### src/rtl/tarhc_pkg.sv
// ----------------------------------------------------------------------------
// tarhc_pkg
// Shared types, constants and the octal field scanner for the ustar header
// checker.
// ----------------------------------------------------------------------------
package tarhc_pkg;

	localparam int BLOCK_BYTES = 512;
	localparam int POS_W       = $clog2(BLOCK_BYTES);
	localparam int SUM_W       = 17;
	localparam int SIZE_W      = 36;
	localparam int CSUM_W      = 24;
	localparam int BLOCKS_W    = 28;
	localparam int BLK_SHIFT   = $clog2(BLOCK_BYTES);

	localparam logic [POS_W-1:0] SUM_FIRST   = POS_W'(148);
	localparam logic [POS_W-1:0] SUM_LAST    = POS_W'(155);
	localparam logic [POS_W-1:0] SIZE_FIRST  = POS_W'(124);
	localparam logic [POS_W-1:0] SIZE_LAST   = POS_W'(135);
	localparam logic [POS_W-1:0] LAST_OFFSET = POS_W'(BLOCK_BYTES - 1);
	localparam logic [SUM_W-1:0] SPACE_FILL  = SUM_W'(8 * 32);

	// octal scan phase
	localparam logic [1:0] PH_SKIP   = 2'd0;
	localparam logic [1:0] PH_DIGITS = 2'd1;
	localparam logic [1:0] PH_DONE   = 2'd2;

	// result status
	localparam logic [1:0] STATUS_VALID    = 2'd0;
	localparam logic [1:0] STATUS_EOA      = 2'd1;
	localparam logic [1:0] STATUS_MISMATCH = 2'd2;

	typedef struct packed {
		logic [1:0]        phase;
		logic [SIZE_W-1:0] value;
	} octal_t;

	// Header state as seen by the result logic
	typedef struct packed {
		logic [POS_W-1:0]  pos;
		logic              last;
		logic [SUM_W-1:0]  running_sum;
		logic [1:0]        name_zero;
		logic [SIZE_W-1:0] size_value;
		logic [CSUM_W-1:0] csum_value;
	} scan_state_t;

	// One character of a %o style scan. Narrower fields truncate the result.
	function automatic octal_t octal_step(input logic [1:0] phase,
			input logic [SIZE_W-1:0] value, input logic [7:0] c);
		octal_t r;
		logic   digit;
		logic   blank;
		r.phase = phase;
		r.value = value;
		digit   = (c >= 8'h30) && (c <= 8'h37);
		blank   = (c == 8'h20) || ((c >= 8'h09) && (c <= 8'h0d));
		unique case (phase)
			PH_SKIP: begin
				if (!blank) begin
					if (digit) begin
						r.phase = PH_DIGITS;
						r.value = {{(SIZE_W-3){1'b0}}, c[2:0]};
					end else begin
						// sign or other junk: value is zero
						r.phase = PH_DONE;
						r.value = '0;
					end
				end
			end
			PH_DIGITS: begin
				if (digit) begin
					r.value = {value[SIZE_W-4:0], c[2:0]};
				end else begin
					r.phase = PH_DONE;
				end
			end
			default: begin
			end
		endcase
		return r;
	endfunction

endpackage

### src/rtl/tarhc_scan.sv
// ----------------------------------------------------------------------------
// tarhc_scan
// Per-header running state: byte offset, byte sum, name start check and the
// octal scanners for the size and checksum fields. Clears after the last byte.
// ----------------------------------------------------------------------------
module tarhc_scan (
	input  logic                 clk,
	input  logic                 arst_n,
	input  logic                 step_en,
	input  logic [7:0]           hdr_byte,
	output tarhc_pkg::scan_state_t state
);

	logic [tarhc_pkg::POS_W-1:0]  pos_q;
	logic [tarhc_pkg::SUM_W-1:0]  sum_q;
	logic [1:0]                   name_zero_q;
	logic [tarhc_pkg::SIZE_W-1:0] size_q;
	logic [1:0]                   size_ph_q;
	logic [tarhc_pkg::CSUM_W-1:0] csum_q;
	logic [1:0]                   csum_ph_q;

	logic              in_csum;
	logic              in_size;
	logic              last;
	tarhc_pkg::octal_t size_nxt;
	tarhc_pkg::octal_t csum_nxt;

	assign in_csum = (pos_q >= tarhc_pkg::SUM_FIRST) && (pos_q <= tarhc_pkg::SUM_LAST);
	assign in_size = (pos_q >= tarhc_pkg::SIZE_FIRST) && (pos_q <= tarhc_pkg::SIZE_LAST);
	assign last    = (pos_q == tarhc_pkg::LAST_OFFSET);

	assign size_nxt = tarhc_pkg::octal_step(size_ph_q, size_q, hdr_byte);
	assign csum_nxt = tarhc_pkg::octal_step(csum_ph_q,
		{{(tarhc_pkg::SIZE_W-tarhc_pkg::CSUM_W){1'b0}}, csum_q}, hdr_byte);

	always_ff @(posedge clk or negedge arst_n) begin
		if (!arst_n) begin
			pos_q       <= '0;
			sum_q       <= '0;
			name_zero_q <= '0;
			size_q      <= '0;
			size_ph_q   <= tarhc_pkg::PH_SKIP;
			csum_q      <= '0;
			csum_ph_q   <= tarhc_pkg::PH_SKIP;
		end else if (step_en) begin
			if (last) begin
				pos_q       <= '0;
				sum_q       <= '0;
				name_zero_q <= '0;
				size_q      <= '0;
				size_ph_q   <= tarhc_pkg::PH_SKIP;
				csum_q      <= '0;
				csum_ph_q   <= tarhc_pkg::PH_SKIP;
			end else begin
				pos_q <= pos_q + 1'b1;
				if (hdr_byte == 8'd0 && pos_q == '0) begin
					name_zero_q[0] <= 1'b1;
				end
				if (hdr_byte == 8'd0 && pos_q == tarhc_pkg::POS_W'(1)) begin
					name_zero_q[1] <= 1'b1;
				end
				if (in_csum) begin
					csum_q    <= csum_nxt.value[tarhc_pkg::CSUM_W-1:0];
					csum_ph_q <= csum_nxt.phase;
				end else begin
					sum_q <= sum_q + tarhc_pkg::SUM_W'(hdr_byte);
				end
				if (in_size) begin
					size_q    <= size_nxt.value;
					size_ph_q <= size_nxt.phase;
				end
			end
		end
	end

	always_comb begin
		state.pos         = pos_q;
		state.last        = last;
		state.running_sum = sum_q;
		state.name_zero   = name_zero_q;
		state.size_value  = size_q;
		state.csum_value  = csum_q;
	end

endmodule

### config.mk
export PLATFORM = sky130hd
export DESIGN_NAME = tarhc_scan
export DESIGN_NICKNAME = d
export VERILOG_FILES = /design/src/rtl/tarhc_pkg.sv /design/src/rtl/tarhc_scan.sv
export SDC_FILE = /design/constraint.sdc
export NUM_CORES = 1
export LEC_CHECK = 0
export ABC_AREA = 1
export BUFFER_PORTS_ARGS = -buffer_cell sky130_fd_sc_hd__buf_2
export CAP_MARGIN = 0
export CORE_MARGIN = 2
export CORE_UTILIZATION = 41
export CTS_CLUSTER_DIAMETER = 40
export CTS_CLUSTER_SIZE = 28
export DETAILED_ROUTE_END_ITERATION = 10
export PLACE_DENSITY = 0.7
export SLEW_MARGIN = 20
export SYNTH_ARGS = -nofsm -noshare
export SYNTH_HDL_FRONTEND = slang
export SYNTH_SLANG_ARGS = --single-unit
### constraint.sdc
create_clock -name clk -period 2.7 [get_ports clk]
set_clock_uncertainty 0.05 [all_clocks]
set_input_delay 0.27 -clock clk [delete_from_list [all_inputs] [get_ports clk]]
set_output_delay 0.27 -clock clk [all_outputs]
set_load 0.05 [all_outputs]
After elaboration in Yosys (flattened, before gate mapping)
Index checks and enable logic that the tools add are counted.
{"block": "word_totals", "reg_bits": 92, "inputBits": 11, "word_cells": 76, "out_inout_bits": 89}
{"block": "classes", "magnitude_cmp": 8, "muxes": 22, "n_eq_ne": 12, "n_addsub": 2, "n_reduce_logical": 24}
{"cell": "$pmux W38 S2", "n": 2}
{"cell": "$mux W38", "n": 3}
{"cell": "$mux W36", "n": 3}
{"cell": "$mux W24", "n": 2}
{"cell": "$mux W17", "n": 2}
{"cell": "$mux W27", "n": 1}
{"cell": "$reduce_and A5 Y1", "n": 4}
{"cell": "$le A9 B8 Y1 const B", "n": 2}
{"cell": "$ne A3 B3 Y1 const B", "n": 6}
{"cell": "$add A17 B8 Y17", "n": 1}
{"cell": "$mux W2", "n": 6}
{"cell": "$add A9 B1 Y9 const B", "n": 1}
{"cell": "$eq A9 B1 Y1 const B", "n": 1}
{"cell": "$eq A9 B9 Y1 const B", "n": 1}
{"cell": "$ge A9 B7 Y1 const B", "n": 1}
{"cell": "$ge A9 B8 Y1 const B", "n": 1}
{"cell": "$logic_not A9 Y1", "n": 1}
{"cell": "$mux W9", "n": 1}
{"cell": "$eq A8 B6 Y1 const B", "n": 1}
{"cell": "$ge A8 B4 Y1 const B", "n": 1}
{"cell": "$ge A8 B6 Y1 const B", "n": 1}
{"cell": "$le A8 B4 Y1 const B", "n": 1}
{"cell": "$le A8 B6 Y1 const B", "n": 1}
{"cell": "$logic_not A8 Y1", "n": 1}
{"cell": "other kinds (9)", "n": 23}

Depth between registers and ports, before layout
{"block": "depth", "word_depth": 7, "depth_mapped": 14, "ltp_nobuf": 12}

Least setup slack after synthesis
No wires, ideal clock.
{"block": "synth_timing", "path_kind": "reg2reg", "startpoint": "register pos_q[0] in the netlist's numbering", "endpoint": "register size_q[10] in the netlist's numbering", "arrival_time_ps": 2442, "setup_time_ps": 119, "required_time_ps": 2531, "stages_incl_launch_ff": 13, "setup_slack_ps": 88, "path_buffers": 3, "period_less_slack_ps": 2612, "path_cell_list": "dfrtp_1 ha_1 nand3_1 nor3_1 ha_1 buf_4 inv_2 buf_4 a31oi_4 nand3_4 buf_2 nand2_1 nand2_1"}
{"block": "synth_between", "elab_cells_between_ends": 10, "classes_between": "2 x order compare; 3 x eq/ne; 1 x mux; 4 x reduce/logical"}
{"item": "from (decl)", "line": "tarhc_scan.sv:14", "source": "logic [tarhc_pkg::POS_W-1:0] pos_q;"}
{"item": "from (signal assigned)", "line": "tarhc_scan.sv:55", "source": "pos_q <= pos_q + 1'b1;"}
{"item": "$eq A9 B9 Y1 *", "line": "tarhc_scan.sv:30", "source": "assign last = (pos_q == tarhc_pkg::LAST_OFFSET);"}
{"item": "net last", "line": "tarhc_scan.sv:24", "source": "logic last;"}
{"item": "$ne A3 B3 Y1 (no line), or another cell as far along"}
{"item": "$reduce_and A5 Y1 (no line)"}
{"item": "to (signal assigned)", "line": "tarhc_scan.sv:69", "source": "size_q <= size_nxt.value;"}
{"item": "to (decl)", "line": "tarhc_scan.sv:17", "source": "logic [tarhc_pkg::SIZE_W-1:0] size_q;"}
The timed path passes the listed nets; every way through them passes the cells marked *.
A chain may end at the register's enable or synchronous reset.

Final worst setup path
{"block": "layout_timing", "startpoint": "register pos_q[4] in the netlist's numbering", "endpoint": "register size_q[4] in the netlist's numbering"}
{"block": "layout_between", "elab_chain_len": 4, "elab_cells_between_ends": 10, "classes_between": "2 x order compare; 3 x eq/ne; 1 x mux; 4 x reduce/logical"}
{"item": "$ge A9 B7 Y1 / $le A9 B8 Y1 (equally long branches)", "line": "tarhc_scan.sv:29", "source": "assign in_size = (pos_q >= tarhc_pkg::SIZE_FIRST) && (pos_q <= tarhc_pkg::SIZE_LAST);"}
{"item": "$logic_and A1 B1 Y1", "line": "tarhc_scan.sv:29"}
{"item": "$reduce_bool A2 Y1 (no line)"}
{"item": "$reduce_and A5 Y1 (no line)"}
Several ways; a longest one is shown, not always the timed one.

==> results.sh <==
export IMPL_place_congestion=0.965
export IMPL_status="finished clean"
export IMPL_grt_pass1_wl_um=22100
export IMPL_drt_initial_drc_count=603
export IMPL_hpwl_um=8990
export IMPL_clock_sinks=92
export IMPL_clock_latency_ns=0.35
export IMPL_wl_met1_um=6470
export IMPL_power_density_nw_per_um2=765
export IMPL_dr_max_layer_used="met4"
export IMPL_root_buffer="clkbuf_16"
export IMPL_grt_ovfl_total=0
export IMPL_synth_nets=764
export IMPL_place_ws_ns=0.104
export IMPL_antenna_left=0
export IMPL_die_x_um=119
export IMPL_area_delta_synth_final_pct=18.6
export IMPL_synth_ff_type="dfrtp_1"
export IMPL_htreeDepth=3
export IMPL_cts_inserted_buffers=9
export IMPL_drc_errors=0
export IMPL_setup_violations=0
export IMPL_core_um2=12700
export IMPL_num_vias=5078
export IMPL_p_comb_frac=0.385
export IMPL_crit_fanout=18
export IMPL_max_freq_mhz=406
export IMPL_ys_ff_latch=92
export IMPL_netlist_area_um2=5380
export IMPL_synth_distinct_cells=33
export IMPL_async_reset_ff_frac=1.00
export IMPL_io_pins=100
export IMPL_arrival_ns=2.65
export IMPL_period_share=0.912
export IMPL_swShare=0.442
export IMPL_relSlewSlack=0.537
export IMPL_finalHoldViolCount=0
export IMPL_start_util=0.423
export IMPL_antenna_found_initial=0
export IMPL_path_class="register to register"
export IMPL_post_route_min_period_ns=2.46
export IMPL_p_leak_nw=3.37
export IMPL_drv_slew=0
export IMPL_grt_pass1_vias=4447
export IMPL_layout_setup_ws_ns=0.238
export IMPL_tightest_slew_ns=0.692
export IMPL_io_buffers=99
export IMPL_cts_tree="done"
export IMPL_die_h_um=119
export IMPL_switching_power_mw=2.16
export IMPL_avgViaCountPerCell=5.04
export IMPL_routed_wl_um=13500
export IMPL_antenna_cells=0
export IMPL_p_clk_frac=0.252
export IMPL_dr_pass1_iters=5
export IMPL_yosysWarnings=0
export IMPL_finish_utilization=0.502
export IMPL_drive_above_1_share=0.179
export IMPL_die_area_um2=14100
export IMPL_final_cell_mix="nand2_1, inv_1, buf_2, dfrtp_1, nor2_1"
export IMPL_layout_commonest_cell="nand2_1"
export IMPL_intPower_mw=2.73
export IMPL_wl_met2_um=6190
export IMPL_wl_met3_um=663
export IMPL_avgSynthCellArea_um2=7.27
export IMPL_grt_max_degree=44
export IMPL_required_ns=2.88
export IMPL_netlist_instances=740
export IMPL_grt_usage=0.191
export IMPL_cp_end_kind="register"
export IMPL_synth_seq_area_share=0.428
export IMPL_cap_violations=0
export IMPL_total_power_mw=4.88
export IMPL_peakVddDrop_mv=0.679
export IMPL_nets=855
export IMPL_num_rows=41
export IMPL_synth_edf_count=0
export IMPL_wire_per_inst_um=13.4
export IMPL_clock_path_buffers=2
export IMPL_hold_slack_ns=0.246
export IMPL_start_kind="register"
export IMPL_clkTransAtPathRegs_ns=0.07
export IMPL_seqPwrFrac=0.363
export IMPL_hold_path_class="input pin to register"
-- cell families (layout without fill, tap and decap cells) --
kind of cell               Yosys count  in the layout  synth area share
xor gates and xnor gates             5              5           0.00814
buffers and inverters              141            234             0.110
adders and majority gates           13             13            0.0316
AOI/OAI and AO/OA                   40             40            0.0442
DFF                                 92             92             0.428
and+or+nand+nor                    449            452             0.378
-- metrics by stage --
step                      area, um2  instances  setup TNS [ns]
after floorplan                5380        740               0
after global placement         6010        987               0
after detailed placement       6010        987               0
after CTS                      6310       1004               0
after global routing           6380       1008         -0.0134
final                          6380       1008               0
-- final cells by class --
class,instances,area (um2)
Sequential cell,92,2300
Tap cell,172,215
Fill cell,1314,6340
Clock buffer,11,253
Clock inverter,5,35.0
Multi-Input combinational cell,510,2530
Timing Repair Buffer,113,651
Inverter,105,394
-- path summary, 6_finish.rpt --
| kind | from | to | slack, ns | cells past startpoint |
|---|---|---|---|---|
| hold reg to reg | csum_q[21] | csum_q[21] | 0.41 | 2 |
| setup / recovery | pos_q[4] | size_q[4] | 0.24 | 12 |
| min in group asynchronous | arst_n | csum_q[21] | 0.42 | 2 |
| max in group asynchronous | arst_n | sum_q[6] | 1.49 | 3 |
| hold / removal | step_en | pos_q[8] | 0.25 | 3 |
| setup reg to reg | pos_q[4] | size_q[4] | 0.24 | 12 |
-- flip-flops by register name (all words and copies together) (netlist names) --
signal	count
csum_ph_q	2
csum_q	24
name_zero_q	2
pos_q	9
size_ph_q	2
size_q	36
sum_q	17
-- per-layer routing --
layer / GRT usage / up-vias
met2: 0.296 / 147
met1: 0.268 / 2349
met3: 0.0328 / 12
met5: 0 / -
li1: - / 2570
met4: 0.0662 / 0
-- cells in the mapped netlist (2+ instances only) --
cell type / n / area share
a21oi_1: 18 / 0.017
buf_2: 19 / 0.018
buf_4: 7 / 0.0098
buf_6: 2 / 0.0042
clkbuf_1: 8 / 0.0056
dfrtp_1: 92 / 0.43
ha_1: 12 / 0.028
inv_1: 102 / 0.071
inv_2: 3 / 0.0021
nand2_1: 231 / 0.16
nand3_1: 20 / 0.019
nand3_2: 3 / 0.0056
nand3_4: 2 / 0.0065
nand3b_1: 7 / 0.0098
nand4_1: 79 / 0.092
nor2_1: 88 / 0.061
nor2_2: 2 / 0.0023
nor3_1: 9 / 0.0084
nor4_1: 2 / 0.0023
o21ai_0: 18 / 0.017
xnor2_1: 4 / 0.0065
-- power by group through the flow --
| stage | clock network [mW] | registers (mW) | logic (mW) |
|---|---|---|---|
| after detailed placement | 0 | 1.79 | 1.84 |
| after global placement | 0 | 1.79 | 1.83 |
| after CTS | 1.25 | 1.77 | 1.84 |
| final | 1.23 | 1.77 | 1.88 |
| after floorplan | 0 | 2.27 | 0.895 |
| after global routing | 1.32 | 1.80 | 2.06 |
-- what timing repair did --
item,CTS,global route
resized for setup,0,8
setup endpoints to repair,0,60
endpoints found under the hold margin,41,0
buffers inserted,0,1
hold buffers,1,0
-- critical path: stages (launching register included) --
cell	delay [ns]
dfrtp_1	0.44
nand2_1	0.10
nor2_1	0.17
nand3_1	0.09
nor3_1	0.15
ha_2	0.26
inv_2	0.12
nand2_1	0.07
nand2_1	0.10
a31oi_4	0.32
nand3_4	0.28
nand2_1	0.14
nand2_1	0.06
No activity file was read; power rests on OpenSTA's default activity.
